[src/sv/uer_pkg.sv]
// ----------------------------------------------------------------------------
// uer_pkg
// Shared types and constants for the ultrasonic echo ranger.
// ----------------------------------------------------------------------------
package uer_pkg;

  localparam int unsigned UsW    = 24;
  localparam int unsigned CmW    = 16;
  localparam int unsigned PreW   = 8;
  localparam int unsigned TrigW  = 10;
  localparam int unsigned CfgAW  = 3;
  localparam int unsigned CfgDW  = 24;

  localparam logic [UsW-1:0] UsMax = {UsW{1'b1}};
  localparam logic [CmW-1:0] CmMax = {CmW{1'b1}};

  localparam logic [PreW-1:0]  RstTicksPerUs   = 8'd1;
  localparam logic [TrigW-1:0] RstTriggerLowUs = 10'd30;
  localparam logic [TrigW-1:0] RstTriggerHiUs  = 10'd10;
  localparam logic [PreW-1:0]  RstCmDivisorUs  = 8'd58;
  localparam logic [CmW-1:0]   RstRangeLimitCm = 16'd20;
  localparam logic [UsW-1:0]   RstPauseUs      = 24'd100000;

  typedef enum logic [CfgAW-1:0] {
    REG_TICKS_PER_US    = 3'd0,
    REG_TRIGGER_LOW_US  = 3'd1,
    REG_TRIGGER_HIGH_US = 3'd2,
    REG_CM_DIVISOR_US   = 3'd3,
    REG_RANGE_LIMIT_CM  = 3'd4,
    REG_PAUSE_US        = 3'd5
  } uer_reg_t;

  typedef struct packed {
    logic [PreW-1:0]  ticks_per_us;
    logic [TrigW-1:0] trigger_low_us;
    logic [TrigW-1:0] trigger_high_us;
    logic [PreW-1:0]  cm_divisor_us;
    logic [CmW-1:0]   range_limit_cm;
    logic [UsW-1:0]   pause_us;
  } uer_cfg_t;

  typedef struct packed {
    logic           trigger;
    logic           led;
    logic           measure_done;
    logic [UsW-1:0] echo_us;
    logic [CmW-1:0] distance_cm;
    logic           out_of_range;
  } uer_res_t;

endpackage

[src/sv/ultrasonic_echo_ranger.sv]
// ----------------------------------------------------------------------------
// ultrasonic_echo_ranger
// Time-of-flight ranging sequencer with a valid/stall beat interface.
// ----------------------------------------------------------------------------
// Each input beat is one sampled tick of the echo pin and yields exactly one
// result beat. A beat is taken every clock cycle while in_stall is low; its
// result goes to the output register, or while the result side stalls to the
// skid register of the two-entry buffer, so input can go on for one beat.
// Registers take effect on the next accepted beat.
module ultrasonic_echo_ranger (
  input  logic                       clk,
  input  logic                       rst_n,
  input  logic                       cfg_we,
  input  logic [uer_pkg::CfgAW-1:0]  cfg_addr,
  input  logic [uer_pkg::CfgDW-1:0]  cfg_wdata,
  input  logic                       in_valid,
  output logic                       in_stall,
  input  logic                       in_echo,
  output logic                       out_valid,
  input  logic                       out_stall,
  output logic                       out_trigger,
  output logic                       out_led,
  output logic                       out_measure_done,
  output logic [uer_pkg::UsW-1:0]    out_echo_us,
  output logic [uer_pkg::CmW-1:0]    out_distance_cm,
  output logic                       out_out_of_range
);

  uer_pkg::uer_cfg_t cfg_r;
  uer_pkg::uer_res_t res, out_res;
  logic              in_fire, buf_full;

  always_ff @(posedge clk) begin
    if (!rst_n) begin
      cfg_r.ticks_per_us    <= uer_pkg::RstTicksPerUs;
      cfg_r.trigger_low_us  <= uer_pkg::RstTriggerLowUs;
      cfg_r.trigger_high_us <= uer_pkg::RstTriggerHiUs;
      cfg_r.cm_divisor_us   <= uer_pkg::RstCmDivisorUs;
      cfg_r.range_limit_cm  <= uer_pkg::RstRangeLimitCm;
      cfg_r.pause_us        <= uer_pkg::RstPauseUs;
    end else if (cfg_we) begin
      case (cfg_addr)
        uer_pkg::REG_TICKS_PER_US:    cfg_r.ticks_per_us    <= cfg_wdata[7:0];
        uer_pkg::REG_TRIGGER_LOW_US:  cfg_r.trigger_low_us  <= cfg_wdata[9:0];
        uer_pkg::REG_TRIGGER_HIGH_US: cfg_r.trigger_high_us <= cfg_wdata[9:0];
        uer_pkg::REG_CM_DIVISOR_US:   cfg_r.cm_divisor_us   <= cfg_wdata[7:0];
        uer_pkg::REG_RANGE_LIMIT_CM:  cfg_r.range_limit_cm  <= cfg_wdata[15:0];
        uer_pkg::REG_PAUSE_US:        cfg_r.pause_us        <= cfg_wdata[23:0];
        default: ;
      endcase
    end
  end

  assign in_stall = buf_full;
  assign in_fire  = in_valid && !buf_full;

  uer_fsm u_fsm (
    .clk     (clk),
    .rst_n   (rst_n),
    .cfg     (cfg_r),
    .in_fire (in_fire),
    .in_echo (in_echo),
    .res     (res)
  );

  uer_skid u_skid (
    .clk       (clk),
    .rst_n     (rst_n),
    .push      (in_fire),
    .push_data (res),
    .full      (buf_full),
    .out_valid (out_valid),
    .out_stall (out_stall),
    .out_data  (out_res)
  );

  assign out_trigger      = out_res.trigger;
  assign out_led          = out_res.led;
  assign out_measure_done = out_res.measure_done;
  assign out_echo_us      = out_res.echo_us;
  assign out_distance_cm  = out_res.distance_cm;
  assign out_out_of_range = out_res.out_of_range;

  a_stall_needs_result: assert property (@(posedge clk) disable iff (!rst_n)
    in_stall |-> out_valid)
    else $error("input stalled with empty output register");

  a_accept_gives_result: assert property (@(posedge clk) disable iff (!rst_n)
    ($past(rst_n) && $past(in_valid && !in_stall)) |-> out_valid)
    else $error("accepted beat produced no result");

  a_done_no_trigger: assert property (@(posedge clk) disable iff (!rst_n)
    (out_valid && out_measure_done) |-> !out_trigger)
    else $error("measurement completed during trigger pulse");

  a_done_led_flag: assert property (@(posedge clk) disable iff (!rst_n)
    (out_valid && out_measure_done) |-> (out_led != out_out_of_range))
    else $error("led and range flag disagree");

endmodule

[src/sv/uer_fsm.sv]
// ----------------------------------------------------------------------------
// uer_fsm
// Ranging sequencer: trigger timing, echo width and distance counting.
// One input beat advances the state by one clock tick of the sensor.
// ----------------------------------------------------------------------------
module uer_fsm (
  input  logic                clk,
  input  logic                rst_n,
  input  uer_pkg::uer_cfg_t   cfg,
  input  logic                in_fire,
  input  logic                in_echo,
  output uer_pkg::uer_res_t   res
);

  typedef enum logic [2:0] {
    PH_TRIG_LOW  = 3'd0,
    PH_TRIG_HIGH = 3'd1,
    PH_WAIT_RISE = 3'd2,
    PH_MEASURE   = 3'd3,
    PH_PAUSE     = 3'd4
  } phase_t;

  phase_t                        phase_r, phase_nxt;
  logic [uer_pkg::PreW-1:0]      pre_r, pre_nxt;
  logic [uer_pkg::UsW-1:0]       cnt_r, cnt_nxt;
  logic [uer_pkg::UsW-1:0]       width_r, width_nxt;
  logic [uer_pkg::PreW-1:0]      rem_r, rem_nxt;
  logic [uer_pkg::CmW-1:0]       cm_r, cm_nxt;
  logic                          led_r, led_nxt;
  logic                          flag_r, flag_nxt;
  logic [uer_pkg::UsW-1:0]       last_w_r, last_w_nxt;
  logic [uer_pkg::CmW-1:0]       last_cm_r, last_cm_nxt;

  logic [uer_pkg::PreW-1:0]      eff_tpu, eff_div;
  logic [uer_pkg::PreW-1:0]      t_pre_inc, e_pre_base, e_pre_inc;
  logic                          t_el, e_el;
  logic [uer_pkg::UsW-1:0]       t_cnt, t_len;
  logic                          t_done;
  logic [uer_pkg::UsW-1:0]       e_w_base, e_w;
  logic [uer_pkg::PreW-1:0]      e_rem_base, e_rem_inc, e_rem;
  logic [uer_pkg::CmW-1:0]       e_cm_base, e_cm;
  logic [uer_pkg::PreW-1:0]      e_pre;
  logic                          trig, done;

  always_comb begin
    eff_tpu = (cfg.ticks_per_us == '0) ? uer_pkg::PreW'(1) : cfg.ticks_per_us;
    eff_div = (cfg.cm_divisor_us == '0) ? uer_pkg::PreW'(1) : cfg.cm_divisor_us;

    // timed phases
    t_pre_inc = pre_r + uer_pkg::PreW'(1);
    t_el      = (t_pre_inc >= eff_tpu) || (t_pre_inc == '0);
    t_cnt     = (t_el && cnt_r != uer_pkg::UsMax) ? cnt_r + uer_pkg::UsW'(1) : cnt_r;
    case (phase_r)
      PH_TRIG_LOW:  t_len = uer_pkg::UsW'(cfg.trigger_low_us);
      PH_TRIG_HIGH: t_len = uer_pkg::UsW'(cfg.trigger_high_us);
      default:      t_len = cfg.pause_us;
    endcase
    t_done = (t_cnt >= t_len);

    // echo tick, starting from cleared counters on the rising edge
    e_pre_base = (phase_r == PH_MEASURE) ? pre_r   : '0;
    e_w_base   = (phase_r == PH_MEASURE) ? width_r : '0;
    e_rem_base = (phase_r == PH_MEASURE) ? rem_r   : '0;
    e_cm_base  = (phase_r == PH_MEASURE) ? cm_r    : '0;
    e_pre_inc  = e_pre_base + uer_pkg::PreW'(1);
    e_el       = (e_pre_inc >= eff_tpu) || (e_pre_inc == '0);
    e_pre      = e_el ? '0 : e_pre_inc;
    e_w        = e_w_base;
    e_rem      = e_rem_base;
    e_cm       = e_cm_base;
    e_rem_inc  = e_rem_base + uer_pkg::PreW'(1);
    if (e_el && e_w_base != uer_pkg::UsMax) begin
      e_w = e_w_base + uer_pkg::UsW'(1);
      if (e_rem_inc >= eff_div || e_rem_inc == '0) begin
        e_rem = '0;
        if (e_cm_base != uer_pkg::CmMax) begin
          e_cm = e_cm_base + uer_pkg::CmW'(1);
        end
      end else begin
        e_rem = e_rem_inc;
      end
    end

    phase_nxt   = phase_r;
    pre_nxt     = pre_r;
    cnt_nxt     = cnt_r;
    width_nxt   = width_r;
    rem_nxt     = rem_r;
    cm_nxt      = cm_r;
    led_nxt     = led_r;
    flag_nxt    = flag_r;
    last_w_nxt  = last_w_r;
    last_cm_nxt = last_cm_r;
    trig        = 1'b0;
    done        = 1'b0;

    case (phase_r)
      PH_TRIG_LOW, PH_TRIG_HIGH, PH_PAUSE: begin
        trig = (phase_r == PH_TRIG_HIGH);
        if (t_done) begin
          pre_nxt = '0;
          cnt_nxt = '0;
          case (phase_r)
            PH_TRIG_LOW:  phase_nxt = PH_TRIG_HIGH;
            PH_TRIG_HIGH: phase_nxt = PH_WAIT_RISE;
            default:      phase_nxt = PH_TRIG_LOW;
          endcase
        end else begin
          pre_nxt = t_el ? '0 : t_pre_inc;
          cnt_nxt = t_cnt;
        end
      end
      PH_WAIT_RISE, PH_MEASURE: begin
        if (in_echo) begin
          phase_nxt = PH_MEASURE;
          pre_nxt   = e_pre;
          width_nxt = e_w;
          rem_nxt   = e_rem;
          cm_nxt    = e_cm;
          if (phase_r == PH_WAIT_RISE) begin
            cnt_nxt = '0;
          end
        end else if (phase_r == PH_MEASURE) begin
          last_w_nxt  = width_r;
          last_cm_nxt = cm_r;
          flag_nxt    = (cm_r >= cfg.range_limit_cm);
          led_nxt     = (cm_r < cfg.range_limit_cm);
          done        = 1'b1;
          phase_nxt   = PH_PAUSE;
          pre_nxt     = '0;
          cnt_nxt     = '0;
        end
      end
      default: begin
        phase_nxt = PH_TRIG_LOW;
        pre_nxt   = '0;
        cnt_nxt   = '0;
      end
    endcase

    res.trigger      = trig;
    res.led          = led_nxt;
    res.measure_done = done;
    res.echo_us      = last_w_nxt;
    res.distance_cm  = last_cm_nxt;
    res.out_of_range = flag_nxt;
  end

  always_ff @(posedge clk) begin
    if (!rst_n) begin
      phase_r   <= PH_TRIG_LOW;
      pre_r     <= '0;
      cnt_r     <= '0;
      width_r   <= '0;
      rem_r     <= '0;
      cm_r      <= '0;
      led_r     <= 1'b0;
      flag_r    <= 1'b0;
      last_w_r  <= '0;
      last_cm_r <= '0;
    end else if (in_fire) begin
      phase_r   <= phase_nxt;
      pre_r     <= pre_nxt;
      cnt_r     <= cnt_nxt;
      width_r   <= width_nxt;
      rem_r     <= rem_nxt;
      cm_r      <= cm_nxt;
      led_r     <= led_nxt;
      flag_r    <= flag_nxt;
      last_w_r  <= last_w_nxt;
      last_cm_r <= last_cm_nxt;
    end
  end

endmodule

[src/sv/uer_skid.sv]
// ----------------------------------------------------------------------------
// uer_skid
// Two-entry result buffer: output register plus skid register.
// ----------------------------------------------------------------------------
module uer_skid (
  input  logic                clk,
  input  logic                rst_n,
  input  logic                push,
  input  uer_pkg::uer_res_t   push_data,
  output logic                full,
  output logic                out_valid,
  input  logic                out_stall,
  output uer_pkg::uer_res_t   out_data
);

  logic              out_valid_r, sk_valid_r;
  uer_pkg::uer_res_t out_data_r, sk_data_r;
  logic              pop;

  assign pop       = out_valid_r && !out_stall;
  assign full      = sk_valid_r;
  assign out_valid = out_valid_r;
  assign out_data  = out_data_r;

  always_ff @(posedge clk) begin
    if (!rst_n) begin
      out_valid_r <= 1'b0;
      sk_valid_r  <= 1'b0;
    end else if (!out_valid_r || pop) begin
      if (sk_valid_r) begin
        out_valid_r <= 1'b1;
        sk_valid_r  <= 1'b0;
      end else begin
        out_valid_r <= push;
      end
    end else if (push) begin
      sk_valid_r <= 1'b1;
    end
  end

  always_ff @(posedge clk) begin
    if (!out_valid_r || pop) begin
      out_data_r <= sk_valid_r ? sk_data_r : push_data;
    end
    if (push && out_valid_r && !pop) begin
      sk_data_r <= push_data;
    end
  end

endmodule

[config.mk]
export PLATFORM = sky130hd
export DESIGN_NAME = ultrasonic_echo_ranger
export DESIGN_NICKNAME = d
export VERILOG_FILES = /design/src/sv/uer_pkg.sv /design/src/sv/ultrasonic_echo_ranger.sv /design/src/sv/uer_fsm.sv /design/src/sv/uer_skid.sv
export SDC_FILE = /design/constraint.sdc
export NUM_CORES = 1
export LEC_CHECK = 0
export ABC_CLOCK_PERIOD_IN_PS = 5900
export BUFFER_PORTS_ARGS = -buffer_cell sky130_fd_sc_hd__buf_2
export CAP_MARGIN = 20
export CORE_MARGIN = 2
export CORE_UTILIZATION = 60
export DETAILED_ROUTE_END_ITERATION = 8
export MAX_ROUTING_LAYER = met4
export PLACE_DENSITY = 0.83
export SLEW_MARGIN = 20
export SYNTH_ARGS = -nofsm -noshare
export SYNTH_HDL_FRONTEND = slang
export SYNTH_SLANG_ARGS = --single-unit
[constraint.sdc]
create_clock -name clk -period 5.9 [get_ports clk]
set_input_delay 1.77 -clock clk [delete_from_list [all_inputs] [get_ports clk]]
set_output_delay 1.77 -clock clk [all_outputs]
set_load 0.05 [all_outputs]
Yosys cells after proc, flatten, opt, wreduce, memory -nomap -nowiden
Index checks and enable logic that the tools add are counted.
{"block": "word_totals", "reg_bits": 291, "in_bits": 33, "output_inout_bits": 46, "wordCells": 140}
{"block": "classes", "addsub": 6, "order_cmp": 6, "n_eq_ne": 15, "mux": 48, "bitwise": 1, "n_reduce_logical": 34}
{"operator": "24-bit two-way mux", "n": 10}
{"operator": "16-bit two-way mux", "n": 7}
{"operator": "24-bit one-hot mux with 2 select lines", "n": 2}
{"operator": "8-bit two-way mux", "n": 11}
{"operator": "24-bit by 1-bit adder with 24-bit output, second input constant", "n": 2}
{"operator": "24-bit inequality test, second input constant", "n": 2}
{"operator": "44-bit two-way mux", "n": 1}
{"operator": "8-bit logical NOT", "n": 5}
{"operator": "8-bit by 1-bit adder with 8-bit output, second input constant", "n": 3}
{"operator": "24-bit greater-or-equal comparator", "n": 1}
{"operator": "8-bit greater-or-equal comparator", "n": 3}
{"operator": "16-bit by 1-bit adder with 16-bit output, second input constant", "n": 1}
{"operator": "16-bit greater-or-equal comparator", "n": 1}
{"operator": "16-bit less-than comparator", "n": 1}
{"operator": "16-bit inequality test, second input constant", "n": 1}
{"operator": "8-bit one-hot mux with 2 select lines", "n": 1}
{"operator": "2-bit AND reduction", "n": 7}
{"operator": "3-bit by 2-bit == test with 1-bit output, second input constant", "n": 4}
{"operator": "1-bit two-way mux", "n": 11}
{"operator": "3-bit == test, second input constant", "n": 3}
{"operator": "3-bit two-way mux", "n": 3}
{"operator": "3-bit AND reduction", "n": 3}
{"operator": "3-bit by 1-bit == test with 1-bit output, second input constant", "n": 2}
{"operator": "1-bit logical AND", "n": 6}
{"operator": "10 further kinds", "n": 19}

Longest topological paths before layout
{"block": "logic_depth", "depth_word": 9, "mapped_depth": 26, "depth_no_buf": 21}

Hierarchy
From an unflattened synthesis, not the netlist that was laid out.
{"block": "unflattened", "hier_cells": 1595, "area_unflattened_um2": 15730.1}
{"mod": "uer_fsm", "n_inst": 1, "cells_each": 1158, "area_per_inst_um2": 9300.2, "seq_area_each_um2": 2502.4}
{"mod": "uer_skid", "n_inst": 1, "cells_each": 144, "area_per_inst_um2": 3452.1, "seq_area_each_um2": 2682.6}
{"mod": "ultrasonic_echo_ranger", "n_inst": 1, "cells_each": 293, "area_per_inst_um2": 2977.9, "seq_area_each_um2": 1521.5}

Worst setup path before layout
OpenSTA, ideal clock, no wires.
{"block": "synth_path", "path_type": "in2reg", "start": "input port out_stall", "end": "register u_skid.sk_data_r[0] in the netlist's numbering (enable)", "t_arrival_ns": 4.768, "setup_slack_ns": 0.686, "path_stages": 2, "n_path_buf": 0, "path_cell_list": "nand2_1 > nor2_1"}
{"block": "synth_via", "elab_chain_cells": 4}
{"element": "from (decl)", "line": "ultrasonic_echo_ranger.sv:20", "source": "input logic out_stall,"}
{"element": "1-bit logical NOT", "line": "uer_skid.sv:20", "source": "assign pop = out_valid_r && !out_stall;"}
{"element": "1-bit logical AND", "line": "uer_skid.sv:20"}
{"element": "1-bit logical NOT", "line": "uer_skid.sv:45", "source": "if (push && out_valid_r && !pop) begin"}
{"element": "1-bit logical AND", "line": "uer_skid.sv:45"}
{"element": "to (signal assigned)", "line": "uer_skid.sv:46", "source": "sk_data_r <= push_data;"}
{"element": "to (decl)", "line": "uer_skid.sv:17", "source": "uer_pkg::uer_res_t out_data_r, sk_data_r;"}
Every way passes these cells.
A chain may end at the register's enable or synchronous reset.

Worst setup path after layout
{"block": "layout_path", "start": "register u_fsm.pre_r[0] in the netlist's numbering", "end": "register u_fsm.cnt_r[9] in the netlist's numbering"}
{"block": "layout_via", "elab_chain_cells": 8, "elab_cells_between_ends": 9}
{"element": "from (decl)", "line": "uer_fsm.sv:24", "source": "logic [uer_pkg::PreW-1:0] pre_r, pre_nxt;"}
{"element": "from (signal assigned)", "line": "uer_fsm.sv:163", "source": "pre_r <= pre_nxt;"}
{"element": "8-bit by 1-bit adder with 8-bit output (*)", "line": "uer_fsm.sv:50", "source": "t_pre_inc = pre_r + uer_pkg::PreW'(1);"}
{"element": "8-bit greater-or-equal comparator / 8-bit logical NOT (equally long branches)", "line": "uer_fsm.sv:51", "source": "t_el = (t_pre_inc >= eff_tpu) || (t_pre_inc == '0);"}
{"element": "1-bit logical OR (*)", "line": "uer_fsm.sv:51"}
{"element": "1-bit logical AND (*)", "line": "uer_fsm.sv:52", "source": "t_cnt = (t_el && cnt_r != uer_pkg::UsMax) ? cnt_r + uer_pkg::UsW'(1) : cnt_r;"}
{"element": "24-bit two-way mux (*)", "line": "uer_fsm.sv:52"}
{"element": "24-bit greater-or-equal comparator", "line": "uer_fsm.sv:58", "source": "t_done = (t_cnt >= t_len);"}
{"element": "24-bit two-way mux (*)", "line": "uer_fsm.sv:100", "source": "if (t_done) begin"}
{"element": "24-bit one-hot mux with 2 select lines (*)", "line": "uer_fsm.sv:97", "source": "case (phase_r)"}
{"element": "to (signal assigned)", "line": "uer_fsm.sv:164", "source": "cnt_r <= cnt_nxt;"}
{"element": "to (decl)", "line": "uer_fsm.sv:25", "source": "logic [uer_pkg::UsW-1:0] cnt_r, cnt_nxt;"}
Mark *: on every way between the ends. The rest lies on a longest branch, timed or not.

==> flow_summary.json <==
{
  "synth_top_family_by_area": "simple AND/OR/NAND/NOR gates",
  "shortest_period_the_worst_path_allows_ps": 5450,
  "first_pass_grt_wire_length_um": 56500,
  "final.setup.tns_ps": 0,
  "synthToLayoutAreaGrowth_pct": 11.0,
  "comb_power_share_pct": 11.9,
  "clock_pin_slew_on_the_worst_setup_and_hold_paths_ps": 60,
  "pin_count_of_the_biggest_net_entering_global_routing": 138,
  "netlist_area_um2": 14600,
  "gr-usage-met2_pct": 45.7,
  "post-synth-top-area-cell": "dfxtp_1",
  "critPathMaxFanout": 16,
  "post_cts_hold_buffer_count": 0,
  "top_usage_layer": "met2",
  "gpl.final_weighted_congestion": 0.924,
  "drt_drc_violations_left": 0,
  "grt_setup_unrepaired": "no",
  "initialDrtViolationCount": 1130,
  "synth_area_per_cell_um2": 8.61,
  "initial_utilization_pct": 60.5,
  "layout-drive-gt1-share_pct": 11.7,
  "worst-setup-path-type": "reg2reg",
  "syn_nets": 1797,
  "worst_slew_pin_slew_ps": 1120,
  "synth_fa_ha_area_share_pct": 5.99,
  "switching_share_pct": 25.6,
  "initial_antenna_violation_count": 0,
  "count_of_vias_placed_by_the_detailed_router": 12300,
  "worst_setup_path_end_kind": "flip-flop",
  "report.final.hold_viol_count": 0,
  "netlist.area_leader.share_pct": 27.9,
  "yosys.area_share.xor_xnor_pct": 3.54,
  "drtPass1Iterations": 8,
  "timing.critical_path.from": "u_fsm.pre_r[0]$_SDFFE_PN0P_",
  "htree_levels": 1,
  "min-delay-path-class": "reg2reg",
  "post-dp-hpwl_um": 23300,
  "clock.fmax_mhz": 184,
  "setup_crit_start_kind": "flip-flop",
  "synthArstFlopShare_pct": 0,
  "clkPwrFrac_pct": 42.3,
  "tritoncts": "built",
  "netlist_top_cells_area": "dfxtp_1 28%, edfxtp_1 18%, nand2_1 9.7%",
  "synth-edff-count": 88,
  "final-max-slew-violation-count": 0,
  "total_leakage_power_nw": 6.55,
  "portBuffers": 78,
  "post-cts-setup-buffers": 0,
  "globalRouteMet1Util_pct": 34.4,
  "stdcell_count": 2067,
  "setup_viol_count_final": 0,
  "timing.final.crit_share_pct": 92.4,
  "floorplan.die_area_um2": 25600,
  "synth-simple-area-share_pct": 24.2,
  "synthDistinctLibCells": 65,
  "post_synthesis_compound_gate_area_fraction_pct": 12.1,
  "powerDensity_nw_per_um2": 295,
  "run_status": "finished clean",
  "num_antenna_cells": 0,
  "wire_per_inst_um": 16.6,
  "ys_dominant_reg_cell": "dfxtp_1",
  "layout_commonest_cell": "nand2_1",
  "yosysSeqAreaShare_pct": 46.0,
  "fin_nets": 1821,
  "grt_remaining_overflow": 0,
  "syn-instance-count": 1695,
  "final.hold.worst_slack_ps": 454,
  "max_slew_margin_pct": 25.0,
  "detail_route.wirelength_um": 34300,
  "fp-row-count": 57,
  "seq_power_share_pct": 45.9,
  "tritoncts_num_sinks": 291,
  "layout.cells.most_common_list": "376 x nand2_1, 202 x dfxtp_1, 153 x nor2_1",
  "grt_use_total_pct": 27.0,
  "power_report.internal_total_mw": 3.56,
  "global_route.usage.met3_pct": 2.78,
  "detail-route-antenna-nets": 0,
  "io-pin-count": 79,
  "viasPerCell": 5.95,
  "root_buffer": "clkbuf_16",
  "grt_pass1_vias": 11600,
  "core_area_um2": 24100,
  "max-clock-path-buffers": 3,
  "worst-endpoint-required_ps": 6380,
  "worst_skew_pair.late_latency_ps": 560,
  "die_height_um": 160,
  "muxShareOfSynthArea_pct": 4.00,
  "dpl.cell_count": 2011,
  "numCtsBuffers": 30,
  "totalPowerFinal_mw": 4.78,
  "max-vdd-ir-drop_mv": 0.231,
  "min-delay-start": "cfg_r[48]$_SDFFE_PN0P_",
  "yosys_warnings": 0,
  "p_sw_mw": 1.22,
  "critical_path_arrival_ps": 5930,
  "regToRegStartpoint": "u_fsm.pre_r[0]$_SDFFE_PN0P_",
  "fp.dieW_um": 160,
  "max_cap_violations": 0,
  "yosys_register_bits": 291,
  "worst_skew_ps": 14.9
}
==> synthesized netlist by cell type (6+ instances only) <==
library cell	count
clkbuf_1	75
and4_1	11
buf_2	9
nor2b_1	9
a31oi_1	17
a21oi_1	110
and2_1	21
a21o_1	13
nand3_1	62
a32oi_1	6
a41oi_1	6
o211ai_1	16
dfxtp_1	203
nand4_1	34
nor3_1	49
ha_1	69
and3_1	30
inv_1	50
nor2_1	154
mux2i_1	11
a211oi_1	7
o31ai_1	14
o21ai_0	51
xor2_1	11
nand2_1	377
or2_2	6
buf_1	11
nand2b_1	10
or3_1	8
xnor2_1	48
mux2_2	42
edfxtp_1	88
o21a_1	6
==> layout make-up <==
type / instances / area (um^2)
Clock inverter: 16 / 213
Timing Repair Buffer: 94 / 523
Clock buffer: 40 / 861
Inverter: 50 / 190
Sequential cell: 291 / 6710
Tap cell: 324 / 405
Multi-Input combinational cell: 1252 / 7290
Fill cell: 1969 / 7910
==> routing by layer <==
layer / share of wire [%] / vias up
met5: 0 / -
met4: 3.2 / 0
met3: 6.1 / 79
met2: 48 / 446
met1: 42 / 5806
li1: - / 5958
==> through the flow <==
step / worst slack (ps) / area [um^2] / utilization, %
after floorplan: 686 / 14600 / -
after global placement: 634 / 15100 / 62.7
after detailed placement: 503 / 15100 / 62.7
after CTS: 490 / 16200 / 67.2
after global routing: 19.2 / 16200 / 67.2
final: 451 / 16200 / 67.2
==> timing repair <==
action / CTS / global route
setup endpoints to repair: 0 / 8
hold endpoints to repair: 0 / 0
resized for setup: 0 / 1
==> final timing paths <==
check,end,slack (ps),depth (start not counted)
setup / recovery,u_fsm.cnt_r[9]$_SDFFE_PN0P_,450,21
hold / removal,cfg_r[48]$_SDFFE_PN0P_,450,2
setup reg to reg,u_fsm.cnt_r[9]$_SDFFE_PN0P_,450,21
hold reg to reg,cfg_r[48]$_SDFFE_PN0P_,450,2
==> logic make-up after synthesis <==
| group | count (synthesis) |
|---|---|
| fa+ha+maj | 70 |
| compound gates | 283 |
| xor+xnor | 59 |
| flops | 291 |
| simple gates | 787 |
| buf+inv | 152 |
| mux | 53 |
==> power groups by stage <==
stage | logic [mW] | registers (mW) | clock network [mW]
4_1_cts | 0.564 | 2.19 | 2.04
3_5_place_dp | 0.560 | 2.23 | 0
6_report | 0.567 | 2.19 | 2.02
5_1_grt | 0.616 | 2.20 | 2.12
3_3_place_gp | 0.545 | 2.23 | 0
2_1_floorplan | 0.306 | 2.34 | 0
==> worst max-delay path, stage by stage, from the launching register on <==
cell and delay (ps):
dfxtp_1 570, ha_1 370, nand2_1 110, xor2_1 180
inv_1 80, ha_1 310, a21oi_1 150, o21ai_0 100
o31ai_1 440, a21oi_1 150, and2_2 290, nand2_1 130
xnor2_1 130, ha_1 260, a211oi_1 350, o211ai_1 160
a221oi_1 340, o21ai_1 110, buf_4 160, or2_2 430
or4_1 440, o211ai_1 110
==> registers in the layout, summed over array words and instances, names as in the netlist <==
name,cells
u_fsm.flag_r,1
u_skid.out_data,44
u_fsm.led_r,1
u_fsm.cnt_r,24
u_fsm.phase_r,3
u_fsm.width_r,24
u_skid.sk_data_r,44
u_skid.full,1
u_fsm.rem_r,8
u_fsm.last_w_r,24
u_skid.out_valid,1
u_fsm.pre_r,8
u_fsm.cm_r,16
cfg_r,76
u_fsm.last_cm_r,16
(Power assumes the default switching activity.)
